===== config.mk =====
export PLATFORM = sky130hd
export DESIGN_NAME = lswa_ram
export DESIGN_NICKNAME = d
export VERILOG_FILES = /design/src/sv/lswa_ram.sv
export SDC_FILE = /design/constraint.sdc
export NUM_CORES = 1
export LEC_CHECK = 0
export ABC_AREA = 1
export BUFFER_PORTS_ARGS = -buffer_cell sky130_fd_sc_hd__buf_2
export CAP_MARGIN = 15
export CELL_PAD_IN_SITES_DETAIL_PLACEMENT = 1
export CELL_PAD_IN_SITES_GLOBAL_PLACEMENT = 2
export CORE_MARGIN = 10
export CORE_UTILIZATION = 38
export CTS_BUF_LIST = sky130_fd_sc_hd__clkbuf_4 sky130_fd_sc_hd__clkbuf_8
export CTS_CLUSTER_DIAMETER = 30
export CTS_CLUSTER_SIZE = 8
export DETAILED_ROUTE_END_ITERATION = 8
export HOLD_SLACK_MARGIN = 0.03
export PLACE_DENSITY_LB_ADDON = 0.08
export SETUP_SLACK_MARGIN = 0.5
export SLEW_MARGIN = 20
export SYNTH_ARGS = -nofsm -noshare
export SYNTH_HDL_FRONTEND = slang
export SYNTH_SLANG_ARGS = --single-unit

===== constraint.sdc =====
create_clock -name clk -period 0.97 [get_ports clk]
set_input_delay 0.0485 -clock clk [delete_from_list [all_inputs] [get_ports clk]]
set_output_delay 0.0485 -clock clk [all_outputs]
set_load 0.01 [all_outputs]

===== src/sv/lswa_ram.sv =====
`timescale 1ns / 1ps
// ----------------------------------------------------------------------------
// lswa_ram
// Simple dual port RAM, one write and one registered read port.
// ----------------------------------------------------------------------------
module lswa_ram #(
  parameter int WIDTH = 8,
  parameter int DEPTH = 16
) (
  input  logic                     clk,
  input  logic                     we,
  input  logic [$clog2(DEPTH)-1:0] waddr,
  input  logic [WIDTH-1:0]         wdata,
  input  logic                     re,
  input  logic [$clog2(DEPTH)-1:0] raddr,
  output logic [WIDTH-1:0]         rdata
);
  logic [WIDTH-1:0] mem [DEPTH];

  always_ff @(posedge clk) begin
    if (we) begin
      mem[waddr] <= wdata;
    end
    if (re) begin
      rdata <= mem[raddr];
    end
  end
endmodule


# Yosys cells after proc, flatten, opt, wreduce, memory -nomap -nowiden
# Memory sizes are Yosys's and may differ from the RTL's. A register that Yosys moved wholly into a read port is not among the register bits.
# Index checks and enable logic that the tools add are counted.
# classes
mux	2
# op_table
op	count
two-way mux 1 bit	2
# totals
wordCells	3
register_bits	0
ram_bits	128
mem_count	1
inputBits	19
out_inout_bits	8
# memory_table
name	words	word_bits	read_ports	rd_clocked_by_memory_dff	wr	line_no	text
mem	16	8	1	1	1	18	logic [WIDTH-1:0] mem [DEPTH];

# Longest topological paths before layout
# Gate-level depths: netlist (run 1).
# logic_depth
ltp_word	2
depth_mapped	8
ltp_nobuf	7

# Least setup slack after synthesis (run 1)
# OpenSTA, ideal clock, no wires.
# synth_timing
path_kind	input to register
startpoint	input waddr[3]
endpoint	memory mem[4][0] (enable)
arrival_ns	0.629
setup_time_ns	0.370
path_buffers	0
setup_slack_ns	-0.029
t_required_ns	0.600
cell_stages	2
path_cell_list	nand3b_1 > nor2_1
# synth_lines
item	line_no	text
start: declaration	12	input logic [$clog2(DEPTH)-1:0] waddr,
end: declaration	18	
# Straight into the memory's write port.

==> flow_summary_export.csv, run 1 <==
group,metric,value,unit
outcome,outcome,"finished, violations left",
outcome,failed_checks,"negative hold slack, negative setup slack",
floorplan,die_w,144.0,µm
setup_path,crit_cells,6,
setup_path,worstSetupPathType,"reg -> reg",
timing,worst_pin_slew,0.4648,ns
cells_and_area,areaGrowthSynthToFinish,29.34,%
setup_path,slowest_delay,0.36,ns
yosys,synth_cells,551,
detailed_routing,routedWlPerCell,20.06,µm
timing,layout_min_cycle_time,1.110,ns
floorplan,fp.dieH,144.0,µm
cts,clock_path_buffers,2,
cts,clk_pin_slew,0.07,ns
power_and_ir_drop,vdd_ir_drop_max,0.7843,mV
global_routing,grt_start_max_net_pins,51,
yosys,ys_seq_elements,136,
setup_path,r2r_cells,6,
timing,slew_headroom,68.98,%
global_routing,grt_usage,16.52,%
cts,cts_tree,"done",
cts,cts-buffers-inserted,17,
cts,htree_levels,4,
place,dp.final_hpwl,10.34,mm
setup_path,r2r-start,"mem[3][3]$_DFFE_PP_",
timing,finalCritPeriodShare,114.4,%
setup_path,path_cells,"nand2_1 -> nand2_1 -> nand2_1 -> nand3_2 -> nand3_2 -> nand2_2",
global_routing,grt_pass1_wl,25.14,mm
place,globalplace.congestion,0.7756,
global_routing,gr-total-overflow,0,
floorplan,fp.dieArea,20750,µm²
floorplan,fp-row-count,45,
power_and_ir_drop,p_leak,3.160,nW
power_and_ir_drop,power,12.80,mW
timing,fmax,0.9010,GHz
cts,clock-sinks,136,
setup_path,path_buf_inv,0,
detailed_routing,via_per_inst,4.930,
timing,grt_setup_unrepaired,"true",
timing,slew_violations,0,
detailed_routing,drc_errors,0,
flow_run,cap_violations,0,
setup_path,cp_top_family,"simple AND/OR/NAND/NOR gates",
setup_path,cp-startpoint,"mem[3][3]$_DFFE_PP_",
setup_path,reg2reg_slack,-0.14,ns
yosys,syn_area,5847,µm²
setup_path,worstSetupStartpointType,"flop",
floorplan,start_util,38.60,%
yosys,yosysWarningCount,0,
global_routing,grt_pass1_vias,4279,
yosys,ys_types,11,
timing,finalWorstSetupSlack,-0.1399,ns
hold_path,hp-class,"in -> reg",
timing,finalHoldViolations,8,
yosys,ys_seq_area_share,69.85,%
cells_and_area,final_layout_size_suffix_gt1_share,28.69,%
floorplan,num_io_pins,27,
setup_path,cp-endpoint,"rdata[3]$_DFFE_PP_",
global_routing,grt_antenna_before_repair,0,
detailed_routing,drt_pass1_iterations,5,
place,io_buffers,26,
cells_and_area,num_antenna_cells,0,
yosys,postSynthAreaPerCell,10.61,µm²
floorplan,core,15150,µm²
timing,finalSetupViolations,16,
hold_path,whs_path_depth,1,
setup_path,cp-end-kind,"flop",
detailed_routing,vias,4003,
detailed_routing,totalWireLength,16.29,mm
power_and_ir_drop,power_density,1692,nW/µm²
cts,cts-root-buf,"clkbuf_8",
setup_path,required,1.16,ns
detailed_routing,ant_nets,0,
setup_path,cp_common_cell,"nand2_1",
setup_path,slowest_stage,"edfxtp_1",
timing,skew,0.008810,ns
yosys,syn_nets,570,
cts,clk_latency,0.44,ns
detailed_routing,first_iter_violations,234,
timing,fin_worst_hold_slack,-0.01640,ns
setup_path,crit_arrival,1.30,ns
setup_path,worstPathMaxFanout,1,
cells_and_area,final_nets,630,
cells_and_area,fin_util,49.93,%
setup_path,rr_endpoint,"rdata[3]$_DFFE_PP_",
## worst min path at each step
stage,start,to,slack (ns)
after floorplan,wdata[0],mem[0][0]$_DFFE_PP_,0.15
after global placement,re,rdata[5]$_DFFE_PP_,0.42
after detailed placement,re,rdata[5]$_DFFE_PP_,0.43
after CTS,re,rdata[5]$_DFFE_PP_,-0.04
after global routing,re,rdata[4]$_DFFE_PP_,-0.03
final,re,rdata[5]$_DFFE_PP_,-0.02
## flip-flops by register name, indices dropped and copies added, names as in the netlist
register  cells
mem         128
rdata         8
## cells in the final DEF, fill, tap and decap left out, types with 6 or more instances in the layout
| master | n |
|---|---|
| inv_1 | 97 |
| edfxtp_1 | 136 |
| buf_12 | 22 |
| nand3_1 | 44 |
| buf_6 | 7 |
| nand2_2 | 8 |
| buf_2 | 22 |
| clkinv_1 | 6 |
| nand3_2 | 51 |
| clkbuf_8 | 17 |
| nand2_1 | 160 |
| buf_4 | 12 |
| nor2_4 | 13 |
## kinds of logic after synthesis
logic type	Yosys count	synth area share (%)
flops	136	69.85
simple gates	289	20.76
buf+inv	126	9.394
## area by class of cell
class | count | area (µm²)
Sequential cell | 136 | 4084
Tap cell | 188 | 235.2
Timing Repair Buffer | 65 | 749.5
Inverter | 102 | 395.4
Fill cell | 1589 | 7584
Multi-Input combinational cell | 289 | 1685
Clock inverter | 12 | 156.4
Clock buffer | 20 | 256.5
## report_power, final
group / total (mW) / leakage, nW / internal, mW / switching, mW
Sequential: 6.65 / 1.24 / 6.61 / 0.0349
Combinational: 1.20 / 1.71 / 0.420 / 0.778
Clock: 4.95 / 0.210 / 2.83 / 2.12
Total: 12.8 / 3.16 / 9.87 / 2.93
## stage by stage
stage | setup TNS, ns | instances | instance area [µm²] | hold WS, ns | setup WS (ns)
finish | -1.196 | 812 | 7562 | -0.01640 | -0.1399
global route | -2.099 | 812 | 7562 | -0.02512 | -0.1982
CTS | -1.488 | 812 | 7422 | -0.03877 | -0.1366
detailed placement | -19.74 | 773 | 6649 | 0.4330 | -0.3827
global placement | -16.64 | 773 | 6649 | 0.4237 | -0.3753
floorplan | 0 | 551 | 5984 | 0.1474 | 0.04786
## routing by layer
metal / wire length (µm) / part of all wire (%) / global-route usage, %
met1: 7567 / 46 / 22.02
met2: 8010 / 49 / 26.65
met3: 509 / 3.1 / 2.952
met4: 203 / 1.2 / 5.373
met5: 0 / 0 / 0
## worst register-to-register path: cells and delay by family (launching register included)
kind / cells / cell delay, ns
flip-flops: 1 / 0.36
AND/OR/NAND/NOR: 6 / 0.50
## repair_timing
item	CTS	global route
gates resized for setup	55	32
buffers inserted	7	0
hold endpoints to repair	29	15
pin swaps	38	21
setup endpoints to repair	144	144
## Yosys cell counts (all sizes together)
library cell | n | area share, %
nand2 | 173 | 11
edfxtp | 136 | 70
inv | 102 | 6.5
nand3 | 97 | 8.3
buf | 24 | 2.8
nor2 | 17 | 1.1
nand3b | 2 | 0.26
Power figures use the tool's default switching activity.
==> run 2: changes to the inputs <==
--- a/config.mk
+++ b/config.mk
@@ -13,9 +13,9 @@
 export CORE_MARGIN = 10
 export CORE_UTILIZATION = 38
 export CTS_BUF_LIST = sky130_fd_sc_hd__clkbuf_4 sky130_fd_sc_hd__clkbuf_8
-export CTS_CLUSTER_DIAMETER = 30
 export CTS_CLUSTER_SIZE = 8
 export DETAILED_ROUTE_END_ITERATION = 8
+export GPL_TIMING_DRIVEN = 0
 export HOLD_SLACK_MARGIN = 0.03
 export PLACE_DENSITY_LB_ADDON = 0.08
 export SETUP_SLACK_MARGIN = 0.5
==> run 2 against run 1 <==
The run still ends with negative hold slack, negative setup slack left; final area decreased by 0.66%; die area is the same; clock power grew 1%; sequential cell count did not move; setup slack got worse by 0.0027 ns; count of clock-buffer cells in the layout stayed put; sequential power is essentially flat; critical endpoint unchanged; sequential share of layout area rose by 0.36 points; non-clock buffer count grew 6; final cell count increased by 0.62%; combinational power hardly changed.
==> flow_summary_export.csv, run 2 (synthesis results as in run 1) <==
group,metric,value,unit
cells_and_area,mostFrequentLayoutCell,"nand2_1",
timing,fin_worst_hold_slack,-0.05552,ns
timing,tns,-1.384,ns
cells_and_area,areaGrowthSynthToFinish,28.48,%
setup_path,path_cells,"nand2_1 -> nand2_1 -> nand2_1 -> nand3_2 -> nand3_2 -> nand2_1",
hold_path,hold_path_end,"rdata[6]$_DFFE_PP_",
global_routing,grt_util_met2,27.69,%
setup_path,reg2reg_slack,-0.14,ns
global_routing,use_met1,24.03,%
timing,grt_setup_unrepaired,"true",
floorplan,core,15150,µm²
detailed_routing,totalWireLength,17.37,mm
setup_path,rr_endpoint,"rdata[3]$_DFFE_PP_",
setup_path,path_buf_inv,0,
cts,clk_pin_slew,0.08,ns
cts,cts_tree,"done",
place,dp.final_hpwl,11.20,mm
setup_path,worstSetupStartpointType,"flop",
setup_path,required,1.19,ns
cts,htree_levels,4,
detailed_routing,first_iter_violations,212,
global_routing,grt_usage,17.84,%
power_and_ir_drop,power_density,1709,nW/µm²
global_routing,grtUsageMet3,3.509,%
floorplan,start_util,38.60,%
cells_and_area,fin_area,7512,µm²
timing,finalWorstSetupSlack,-0.1425,ns
floorplan,num_io_pins,27,
cells_and_area,fill_cells,1626,
cells_and_area,fin_util,49.60,%
setup_path,r2r-start,"mem[3][3]$_DFFE_PP_",
place,globalplace.congestion,0.8127,
setup_path,worstSetupPathType,"reg -> reg",
cells_and_area,final_layout_size_suffix_gt1_share,30.84,%
cts,clk_latency,0.46,ns
timing,skew,0.01318,ns
hold_path,hp-class,"in -> reg",
timing,finalSetupViolations,16,
power_and_ir_drop,p_leak,3.138,nW
setup_path,crit_arrival,1.33,ns
setup_path,r2r_cells,6,
global_routing,grt.busiest_layer,"met2",
setup_path,slowest_stage,"edfxtp_1",
cells_and_area,top_regs,"mem: 128 flops, rdata: 8 flops",
hold_path,whs_path_depth,1,
cells_and_area,final_cell_mix,"nand2_1, edfxtp_1, inv_1",
detailed_routing,drt_pass1_iterations,4,
setup_path,cp_top_family,"simple AND/OR/NAND/NOR gates",
timing,layout_min_cycle_time,1.113,ns
floorplan,fp.dieArea,20750,µm²
detailed_routing,routedWlPerCell,21.26,µm
setup_path,slowest_delay,0.36,ns
cells_and_area,largest_reg_flops,128,
cells_and_area,regMostFlops,"mem",
timing,finalHoldViolations,8,
setup_path,cp_common_cell,"nand2_1",
cells_and_area,fin_cells,817,
cts,clock_path_buffers,2,
cells_and_area,final_nets,636,
cells_and_area,num_antenna_cells,0,
hold_path,worstHoldStart,"re",
place,place_area,6335,µm²
global_routing,gr-total-overflow,0,
timing,worst_pin_slew,0.6064,ns
timing,slew_violations,0,
setup_path,worstPathMaxFanout,1,
flow_run,cap_violations,0,
cts,clock-sinks,136,
setup_path,crit_cells,6,
place,dp_cells,762,
floorplan,fp-row-count,45,
detailed_routing,via_per_inst,4.905,
cts,cts-root-buf,"clkbuf_8",
global_routing,grt_antenna_before_repair,0,
power_and_ir_drop,vdd_ir_drop_max,0.9411,mV
detailed_routing,vias,4007,
timing,finalCritPeriodShare,114.7,%
outcome,failed_checks,"negative hold slack, negative setup slack",
cts,cts-buffers-inserted,17,
outcome,outcome,"finished, violations left",
global_routing,grt_start_max_net_pins,17,
global_routing,grt_pass1_vias,4229,
timing,fmax,0.8989,GHz
setup_path,cp-end-kind,"flop",
global_routing,grt_pass1_wl,26.40,mm
floorplan,die_w,144.0,µm
timing,slew_headroom,59.57,%
detailed_routing,drc_errors,0,
place,io_buffers,23,
detailed_routing,ant_nets,0,
floorplan,fp.dieH,144.0,µm
==> run 2: cell count changes in the layout (fill, tap and decap cells not counted), sizes merged <==
cell / delta
clkinv: -2
buf: +6
clkinvlp: +1
==> run 2: per-layer routing <==
metal  vias to the layer above  wire length, µm
li1                       1918                -
met1                      1997             8174
met2                        69             8231
met3                        23              629
met4                         0              337
met5                         -                0
==> run 2: worst max path at each step <==
stage	from	end	slack (ns)
finish	mem[3][3]$_DFFE_PP_	rdata[3]$_DFFE_PP_	-0.14
global route	mem[3][3]$_DFFE_PP_	rdata[3]$_DFFE_PP_	-0.20
CTS	mem[0][2]$_DFFE_PP_	rdata[2]$_DFFE_PP_	-0.14
detailed placement	waddr[3]	mem[7][3]$_DFFE_PP_	-0.65
global placement	waddr[3]	mem[7][1]$_DFFE_PP_	-0.60
floorplan	waddr[2]	mem[10][0]$_DFFE_PP_	0.05
==> run 2: cell type report <==
cell class / instances / area (µm²) / area share, %
inverter: 102 / 392.9 / 5.230
clock buffer: 20 / 256.5 / 3.414
multi-input combinational: 289 / 1703 / 22.67
tap: 188 / 235.2 / 3.131
buffer: 24 / 166.4 / 2.215
clock inverter: 11 / 155.1 / 2.065
sequential: 136 / 4084 / 54.36
timing repair buffer: 47 / 519.2 / 6.912
==> run 2: repair_timing <==
action                                  in CTS  in global routing
pin swaps                                   30                 25
buffers inserted                            22                  2
endpoints found under the hold margin       62                 30
endpoints found under the setup margin     144                129
gates resized for setup                     62                 37
==> run 2: through the flow <==
step	hold WS (ns)	power (mW)	setup slack [ns]
floorplan	0.1474	7.294	0.04786
global placement	0.4104	7.722	-0.5993
detailed placement	0.4189	7.747	-0.6511
CTS	-0.07076	12.84	-0.1422
global route	-0.06094	13.28	-0.2037
finish	-0.05552	12.83	-0.1425
==> run 2: where the power goes <==
part	switching, mW	internal (mW)	total [mW]
Clock	2.17	2.83	5.01
Sequential	0.0323	6.61	6.65
Combinational	0.803	0.380	1.18
